## src/rtl/gfd_pkg.sv

```systemverilog
package gfd_pkg;

  // Poll length in bytes, which also marks no open frame, and the position width.
  localparam int unsigned POLL_LEN = 9;
  localparam int unsigned POS_W    = 4;

  // Bytes after the first one that are kept for the decode. The last byte is
  // used directly as it arrives.
  localparam int unsigned KEPT_BYTES = 7;

  // Id byte codes.
  localparam logic [7:0] ID_DIGITAL = 8'h41;
  localparam logic [7:0] ID_ANALOG  = 8'h73;

  // Stick encoding.
  localparam logic [7:0] STICK_OFFSET = 8'h80;
  localparam logic [7:0] STICK_FULL   = 8'd127;

  // Widths of the result channel.
  localparam int unsigned OUT_DATA_W = 56;
  localparam int unsigned OUT_USER_W = 2;

  // Reported pad mode.
  typedef enum logic [1:0] {
    MODE_DIGITAL = 2'd0,
    MODE_ANALOG  = 2'd1,
    MODE_INVALID = 2'd2
  } mode_t;

  // Bytes of a finished poll that the decoder looks at (frame byte 1 is the id).
  typedef struct packed {
    logic [7:0] id;
    logic [7:0] btn_lo;
    logic [7:0] btn_hi;
    logic [7:0] right_x_raw;
    logic [7:0] right_y_raw;
    logic [7:0] left_x_raw;
    logic [7:0] left_y_raw;
  } frame_t;

  // One accepted input byte as held in the input register.
  typedef struct packed {
    logic       valid;
    logic       start;
    logic [7:0] rx_byte;
  } item_t;

endpackage

```

## src/rtl/gfd_in_reg.sv

```systemverilog
module gfd_in_reg (
  input  logic            clk,
  input  logic            rst_n,
  input  logic            in_tvalid,
  output logic            in_tready,
  input  logic [7:0]      in_tdata,   // [7:0] rx_byte
  input  logic            in_tuser,   // [0] frame_start
  input  logic            advance,
  output gfd_pkg::item_t  item
);

  logic       valid_r;
  logic       valid_nxt;
  logic       start_r;
  logic [7:0] byte_r;

  // The register can take a new transfer when it is empty or is being drained.
  assign in_tready = !valid_r || advance;

  always_comb begin
    valid_nxt = valid_r;
    if (in_tready) begin
      valid_nxt = in_tvalid;
    end
  end

  always_ff @(posedge clk) begin
    if (!rst_n) begin
      valid_r <= 1'b0;
    end else begin
      valid_r <= valid_nxt;
    end
  end

  // Payload needs no reset.
  always_ff @(posedge clk) begin
    if (in_tready && in_tvalid) begin
      start_r <= in_tuser;
      byte_r  <= in_tdata;
    end
  end

  assign item.valid   = valid_r;
  assign item.start   = start_r;
  assign item.rx_byte = byte_r;

endmodule

```

## src/rtl/gfd_frame_asm.sv

```systemverilog
module gfd_frame_asm (
  input  logic            clk,
  input  logic            rst_n,
  input  gfd_pkg::item_t  item,
  input  logic            advance,
  output logic            frame_done,
  output gfd_pkg::frame_t frame
);

  localparam logic [gfd_pkg::POS_W-1:0] PosIdle =
    gfd_pkg::POS_W'(gfd_pkg::POLL_LEN);
  localparam logic [gfd_pkg::POS_W-1:0] PosLast =
    gfd_pkg::POS_W'(gfd_pkg::POLL_LEN - 1);
  localparam logic [gfd_pkg::POS_W-1:0] PosKeepMax =
    gfd_pkg::POS_W'(gfd_pkg::KEPT_BYTES);

  logic [gfd_pkg::POS_W-1:0] pos_r;
  logic [gfd_pkg::POS_W-1:0] pos_nxt;
  logic [7:0]                bytes_r [gfd_pkg::KEPT_BYTES];
  logic                      frame_open;
  logic                      wr_en;
  logic [2:0]                wr_idx;

  // A frame is open while the position lies between the first kept byte and the last byte of the poll.
  assign frame_open = (pos_r != '0) && (pos_r < PosIdle);
  assign frame_done = item.valid && !item.start && frame_open && (pos_r == PosLast);
  assign wr_en      = advance && !item.start && frame_open && (pos_r <= PosKeepMax);
  assign wr_idx     = pos_r[2:0] - 3'd1;

  // Position counter: a start byte opens a new frame, each further byte steps it.
  always_comb begin
    pos_nxt = pos_r;
    if (advance) begin
      if (item.start) begin
        pos_nxt = gfd_pkg::POS_W'(1);
      end else if (frame_open) begin
        pos_nxt = pos_r + gfd_pkg::POS_W'(1);
      end
    end
  end

  always_ff @(posedge clk) begin
    if (!rst_n) begin
      pos_r <= PosIdle;
    end else begin
      pos_r <= pos_nxt;
    end
  end

  // Byte store, written at the current position less one.
  always_ff @(posedge clk) begin
    if (wr_en) begin
      bytes_r[wr_idx] <= item.rx_byte;
    end
  end

  // The ninth byte goes straight to the decoder.
  assign frame.id          = bytes_r[0];
  assign frame.btn_lo      = bytes_r[2];
  assign frame.btn_hi      = bytes_r[3];
  assign frame.right_x_raw = bytes_r[4];
  assign frame.right_y_raw = bytes_r[5];
  assign frame.left_x_raw  = bytes_r[6];
  assign frame.left_y_raw  = item.rx_byte;

endmodule

```

## src/rtl/gfd_report_dec.sv

```systemverilog
module gfd_report_dec (
  input  logic                              clk,
  input  logic                              rst_n,
  input  logic                              fire,
  input  gfd_pkg::frame_t                   frame,
  output logic                              out_space,
  output logic                              out_tvalid,
  input  logic                              out_tready,
  output logic [gfd_pkg::OUT_DATA_W-1:0]    out_tdata,
  output logic [gfd_pkg::OUT_USER_W-1:0]    out_tuser
);

  logic [7:0]      sticks_r [4];
  logic [7:0]      sticks_nxt [4];
  logic [1:0]      press_r;
  logic [1:0]      press_nxt;
  logic            out_valid_r;
  logic            out_valid_nxt;
  logic [15:0]     buttons_r;
  logic [15:0]     buttons_nxt;
  gfd_pkg::mode_t  mode_r;
  gfd_pkg::mode_t  mode_nxt;
  logic [7:0]      inv_lo;
  logic [7:0]      inv_hi;

  // Axis from a pair of direction buttons: +127, -127 or 0 when both or neither.
  function automatic logic [7:0] axis_from_buttons(input logic plus, input logic minus);
    logic [7:0] axis;
    axis = 8'd0;
    if (plus && !minus) begin
      axis = gfd_pkg::STICK_FULL;
    end else if (minus && !plus) begin
      axis = 8'd0 - gfd_pkg::STICK_FULL;
    end
    return axis;
  endfunction

  assign inv_lo = ~frame.btn_lo;
  assign inv_hi = ~frame.btn_hi;

  // Mode decode and update of the held stick values and clicks.
  always_comb begin
    mode_nxt    = gfd_pkg::MODE_INVALID;
    press_nxt   = press_r;
    buttons_nxt = {inv_hi, inv_lo[7:3], 2'b00, inv_lo[0]};
    for (int i = 0; i < 4; i++) begin
      sticks_nxt[i] = sticks_r[i];
    end
    case (frame.id)
      gfd_pkg::ID_DIGITAL: begin
        mode_nxt      = gfd_pkg::MODE_DIGITAL;
        sticks_nxt[0] = axis_from_buttons(inv_lo[5], inv_lo[7]);
        sticks_nxt[1] = axis_from_buttons(inv_lo[4], inv_lo[6]);
        sticks_nxt[2] = axis_from_buttons(inv_hi[5], inv_hi[7]);
        sticks_nxt[3] = axis_from_buttons(inv_hi[4], inv_hi[6]);
      end
      gfd_pkg::ID_ANALOG: begin
        mode_nxt      = gfd_pkg::MODE_ANALOG;
        press_nxt     = inv_lo[2:1];
        sticks_nxt[0] = frame.left_x_raw - gfd_pkg::STICK_OFFSET;
        sticks_nxt[1] = ~(frame.left_y_raw - gfd_pkg::STICK_OFFSET);
        sticks_nxt[2] = frame.right_x_raw - gfd_pkg::STICK_OFFSET;
        sticks_nxt[3] = ~(frame.right_y_raw - gfd_pkg::STICK_OFFSET);
      end
      default: begin
        mode_nxt = gfd_pkg::MODE_INVALID;
      end
    endcase
  end

  // Result register handshake.
  assign out_space = !out_valid_r || out_tready;

  always_comb begin
    out_valid_nxt = out_valid_r;
    if (fire) begin
      out_valid_nxt = 1'b1;
    end else if (out_tready) begin
      out_valid_nxt = 1'b0;
    end
  end

  always_ff @(posedge clk) begin
    if (!rst_n) begin
      out_valid_r <= 1'b0;
      press_r     <= 2'b00;
      for (int i = 0; i < 4; i++) begin
        sticks_r[i] <= 8'd0;
      end
    end else begin
      out_valid_r <= out_valid_nxt;
      if (fire) begin
        press_r <= press_nxt;
        for (int i = 0; i < 4; i++) begin
          sticks_r[i] <= sticks_nxt[i];
        end
      end
    end
  end

  // Report payload, loaded with the held state as it stands after this poll.
  logic [7:0] rep_sticks_r [4];
  logic [1:0] rep_press_r;

  always_ff @(posedge clk) begin
    if (fire) begin
      mode_r      <= mode_nxt;
      buttons_r   <= buttons_nxt;
      rep_press_r <= press_nxt;
      for (int i = 0; i < 4; i++) begin
        rep_sticks_r[i] <= sticks_nxt[i];
      end
    end
  end

  assign out_tvalid = out_valid_r;
  assign out_tuser  = mode_r;
  assign out_tdata  = {6'd0, rep_sticks_r[3], rep_sticks_r[2], rep_sticks_r[1],
                       rep_sticks_r[0], rep_press_r[1], rep_press_r[0], buttons_r};

endmodule

```

## src/rtl/gamepad_frame_decoder_top.sv

```systemverilog
// Gamepad poll decoder. Each input transfer carries one byte of the nine-byte
// poll a pad returns, with in_tuser high on the first byte; after the ninth
// byte one report transfer leaves on the out_ side. Bytes without an open
// frame are dropped, and a new start byte abandons any frame in progress.
// The block takes one byte per cycle unless the input stalls: a byte passes
// an input register, the frame assembler, and the decoder into the report
// register, which drives out_tvalid. Input transfers stall only
// while a report is held unread in the output register.
module gamepad_frame_decoder_top (
  input  logic                           clk,
  input  logic                           rst_n,
  input  logic                           in_tvalid,
  output logic                           in_tready,
  input  logic [7:0]                     in_tdata,   // [7:0] rx_byte
  input  logic                           in_tuser,   // [0] frame_start
  output logic                           out_tvalid,
  input  logic                           out_tready,
  // [15:0] button_flags, [16] left_stick_press, [17] right_stick_press,
  // [25:18] left_x, [33:26] left_y, [41:34] right_x, [49:42] right_y, rest zero
  output logic [gfd_pkg::OUT_DATA_W-1:0] out_tdata,
  output logic [gfd_pkg::OUT_USER_W-1:0] out_tuser   // [1:0] pad_mode
);

  gfd_pkg::item_t  item;
  gfd_pkg::frame_t frame;
  logic            advance;
  logic            frame_done;
  logic            out_space;
  logic            fire;

  // A held byte moves on when the report register has room for a possible report.
  assign advance = item.valid && out_space;
  assign fire    = advance && frame_done;

  gfd_in_reg u_in_reg (
    .clk       (clk),
    .rst_n     (rst_n),
    .in_tvalid (in_tvalid),
    .in_tready (in_tready),
    .in_tdata  (in_tdata),
    .in_tuser  (in_tuser),
    .advance   (advance),
    .item      (item)
  );

  gfd_frame_asm u_frame_asm (
    .clk        (clk),
    .rst_n      (rst_n),
    .item       (item),
    .advance    (advance),
    .frame_done (frame_done),
    .frame      (frame)
  );

  gfd_report_dec u_report_dec (
    .clk        (clk),
    .rst_n      (rst_n),
    .fire       (fire),
    .frame      (frame),
    .out_space  (out_space),
    .out_tvalid (out_tvalid),
    .out_tready (out_tready),
    .out_tdata  (out_tdata),
    .out_tuser  (out_tuser)
  );

endmodule
```

## config.mk

```make
export PLATFORM = sky130hd
export DESIGN_NAME = gamepad_frame_decoder_top
export DESIGN_NICKNAME = d
export VERILOG_FILES = /design/src/rtl/gfd_pkg.sv /design/src/rtl/gfd_in_reg.sv /design/src/rtl/gfd_frame_asm.sv /design/src/rtl/gfd_report_dec.sv /design/src/rtl/gamepad_frame_decoder_top.sv
export SDC_FILE = /design/constraint.sdc
export NUM_CORES = 1
export LEC_CHECK = 0
export BUFFER_PORTS_ARGS = -buffer_cell sky130_fd_sc_hd__buf_2
export CAP_MARGIN = 15
export CELL_PAD_IN_SITES_DETAIL_PLACEMENT = 1
export CELL_PAD_IN_SITES_GLOBAL_PLACEMENT = 1
export CORE_AREA = 3 3 121 123
export DETAILED_ROUTE_END_ITERATION = 6
export DIE_AREA = 0 0 124 126
export PLACE_DENSITY_LB_ADDON = 0.1
export REMOVE_ABC_BUFFERS = 1
export SKIP_CTS_REPAIR_TIMING = 1
export SYNTH_ARGS = -nofsm -noshare
export SYNTH_HDL_FRONTEND = slang
export SYNTH_SLANG_ARGS = --single-unit
```

## constraint.sdc

```tcl
create_clock -name clk -period 4 [get_ports clk]
set_clock_uncertainty 0.05 [all_clocks]
set_input_delay 0.6 -clock clk [delete_from_list [all_inputs] [get_ports clk]]
set_output_delay 0.6 -clock clk [all_outputs]
set_load 0.01 [all_outputs]
```

==> impl_metrics.tcl <==
set metrics [dict create \
    status "complete, no violations" \
    vias_per_cell 5.24 \
    final_nets 493 \
    post-route-period-util 0.659 \
    clk_latency_ns 0.42 \
    worstSetupStartpoint "u_frame_asm.pos_r[0]" \
    vias 3470 \
    cts_made_buffers 17 \
    path_clk_slew_ns 0.06 \
    yosysWarnings 0 \
    worst_pin_slew_ns 1.07 \
    maxCapViolCount 0 \
    fillers 1424 \
    power_frac_seq 0.473 \
    layout_min_cycle_time_ns 2.63 \
    antenna_left 0 \
    synth_edf_count 139 \
    grt_pass1_vias 3710 \
    p_int_mw 2.96 \
    wire_per_inst_um 18.7 \
    overflow 0 \
    rows 43 \
    switchingPower_uw 672 \
    p_per_area_nw_per_um2 521 \
    antenna_found_initial 0 \
    wl_met3_um 535 \
    comb_power_share 0.014 \
    cts.sinks 147 \
    cp-end-kind "register" \
    place_area_sq_um 6270 \
    async_reset_ff_frac 0 \
    wl_um 12400 \
    num_antenna_cells 0 \
    finalSetupViolations 0 \
    r2r_start "u_frame_asm.pos_r[0]" \
    clock_path_buffers 2 \
    avgSynthCellArea_sq_um 14.6 \
    synthDistinctLibCells 44 \
    dr.pass1.iters 4 \
    synth_area_sq_um 5840 \
    crit_end "u_frame_asm.bytes_r[3][4]" \
    htree_levels 4 \
    dominantRegCellSynth "edfxtp_1" \
    area_growth_syn_to_layout_pct 19.4 \
    start_kind "register" \
    grtUsageTotal 0.170 \
    p_leak_nw 2.63 \
    die_w_um 124 \
    max_freq_ghz 0.380 \
    arrival_ns 2.63 \
    die_h_um 126 \
    io_buffers 64 \
    start_util 0.424 \
    multi_input_area_sq_um 1290 \
    met1Wirelength_um 5470 \
    clockPowerShare 0.513 \
    relSlewSlack 0.283 \
    critPathMaxFanout 8 \
    ys_seq_area_frac 0.743 \
    switching_share 0.185 \
    num_io_pins 73 \
    highest_layer "met4" \
    final_cell_area_sq_um 6970 \
    maxSlewViolCount 0 \
    gp_congestion 0.731 \
    cts-root-buf "clkbuf_16" \
    reg2reg_slack_ns 1.37 \
    seq_area_sq_um 4330 \
    drcViolationCount 0 \
    core_sq_um 13800 \
    power_mw 3.63 \
    reg2reg_to "u_frame_asm.bytes_r[3][4]" \
    grt_max_degree 52 \
    grt_pass1_wl_um 19800 \
    initialDrtViolationCount 250 \
    drive_gt1_frac 0.228 \
    worstSetupPathType "register to register" \
    setup_tns_ns 0 \
    die_area_sq_um 15600 \
    vdd_drop_max_uv 329 \
    hold_class "primary input to register" \
    worstRegToRegCells 6 \
    worstPathRequired_ns 3.99 \
    grt_setup_unrepaired "false" \
    ys_ff_latch 147 \
    cts_tree "built" \
    wl_met2_um 6140 \
    synthCells 400 \
    hold_viol 0 \
    hpwl_um 7660 \
]
-- power by group through the flow --
| stage | Sequential, mW | Combinational (mW) | Clock, mW |
|---|---|---|---|
| finish | 1.72 | 0.0503 | 1.86 |
| global route | 1.72 | 0.0571 | 1.96 |
| CTS | 1.72 | 0.0508 | 1.89 |
| detailed placement | 1.75 | 0.0501 | 0 |
| global placement | 1.75 | 0.0489 | 0 |
| floorplan | 1.74 | 0.0329 | 0 |
-- per-layer routing --
metal,vias up,global-route usage
li1,1623,-
met1,1736,0.223
met2,89,0.271
met3,22,0.0440
met4,0,0.0670
met5,-,0
-- critical path, stage by stage, from the launching register on --
cell and delay [ns]:
dfxtp_1 0.39, inv_1 0.10, ha_1 0.25, nand2b_4 0.10
nand2b_1 0.06, or4_1 0.43, nor3_1 0.87
-- synth_stat cells (4+ instances only) --
| cell type | number | area (sq um) |
|---|---|---|
| a31oi_1 | 11 | 68.8 |
| nor2_1 | 11 | 41.3 |
| edfxtp_1 | 139 | 4170 |
| o21a_1 | 12 | 90.1 |
| buf_4 | 9 | 67.6 |
| a2bb2oi_1 | 4 | 35.0 |
| a21oi_1 | 23 | 115 |
| ha_1 | 11 | 138 |
| nand3_1 | 49 | 245 |
| buf_6 | 4 | 45.0 |
| inv_1 | 18 | 67.6 |
| nand2b_1 | 4 | 25.0 |
| nand2_1 | 40 | 150 |
| buf_2 | 8 | 40.0 |
| dfxtp_1 | 8 | 160 |
-- sequential cells by signal, indices dropped and copies added, names as in the netlist --
signal / count
u_report_dec.press_r: 2
u_in_reg.byte_r: 8
u_report_dec.rep_press_r: 2
u_frame_asm.bytes_r: 48
u_report_dec.out_tvalid: 1
u_in_reg.valid_r: 1
u_frame_asm.pos_r: 4
u_report_dec.buttons_r: 14
u_report_dec.sticks_r: 32
u_in_reg.start_r: 1
u_report_dec.out_tuser: 2
u_report_dec.rep_sticks_r: 32
-- cells by family after synthesis --
logic type               Yosys count  synth area share
flip-flops                       147             0.743
AND/OR/NAND/NOR                  127             0.112
AO/OA/AOI/OAI                     68            0.0772
buffers and inverters             44            0.0409
adder cells (fa/ha/maj)           11            0.0236
XOR/XNOR                           2           0.00300
other                              1          0.000642
-- cell type report --
| class | count | area share |
|---|---|---|
| clock buffer | 18 | 0.0630 |
| inverter | 18 | 0.00969 |
| clock inverter | 14 | 0.0368 |
| timing repair buffer | 69 | 0.0513 |
| sequential | 147 | 0.622 |
| tap | 180 | 0.0323 |
| multi-input combinational | 216 | 0.185 |
-- worst min path at each step --
| stage | from | to | slack (ns) | depth (start not counted) |
|---|---|---|---|---|
| CTS | in_tdata[1] | u_in_reg.byte_r[1] | 0.28 | 1 |
| detailed placement | u_frame_asm.bytes_r[2][2] | u_report_dec.press_r[1] | 0.43 | 1 |
| finish | in_tdata[4] | u_in_reg.byte_r[4] | 0.30 | 1 |
| global route | in_tdata[1] | u_in_reg.byte_r[1] | 0.28 | 1 |
| floorplan | u_frame_asm.bytes_r[2][1] | u_report_dec.press_r[0] | 0.39 | 1 |
| global placement | u_frame_asm.bytes_r[2][2] | u_report_dec.press_r[1] | 0.45 | 1 |
-- per-stage QoR --
step	hold slack, ns	std cells	setup WS, ns	util
floorplan	0.395	381	-0.142	-
global placement	0.451	630	1.32	0.456
detailed placement	0.428	630	1.20	0.456
CTS	0.283	662	1.31	0.506
global route	0.280	662	1.20	0.506
finish	0.297	662	1.37	0.506
-- placed cells by master, fill, tap and decap left out, types with 2 or more instances in the layout --
master,instances
o21a_1,12
nand2b_1,4
nor2_1,11
buf_2,64
a21oi_1,23
ha_1,11
and4_1,2
nor2b_1,2
nand3_1,49
and2_1,3
nor3_1,3
a31oi_1,11
clkbuf_16,17
inv_1,18
o21ai_0,3
clkinvlp_4,3
a22oi_1,2
buf_4,5
nand2_1,40
dfxtp_1,8
conb_1,8
a21oi_2,2
edfxtp_1,139
a311oi_1,2
o22a_1,3
and3_1,3
clkinv_2,3
or4_1,3
bufinv_16,7
a2bb2oi_1,4
No activity file was read; power rests on OpenSTA's default activity.
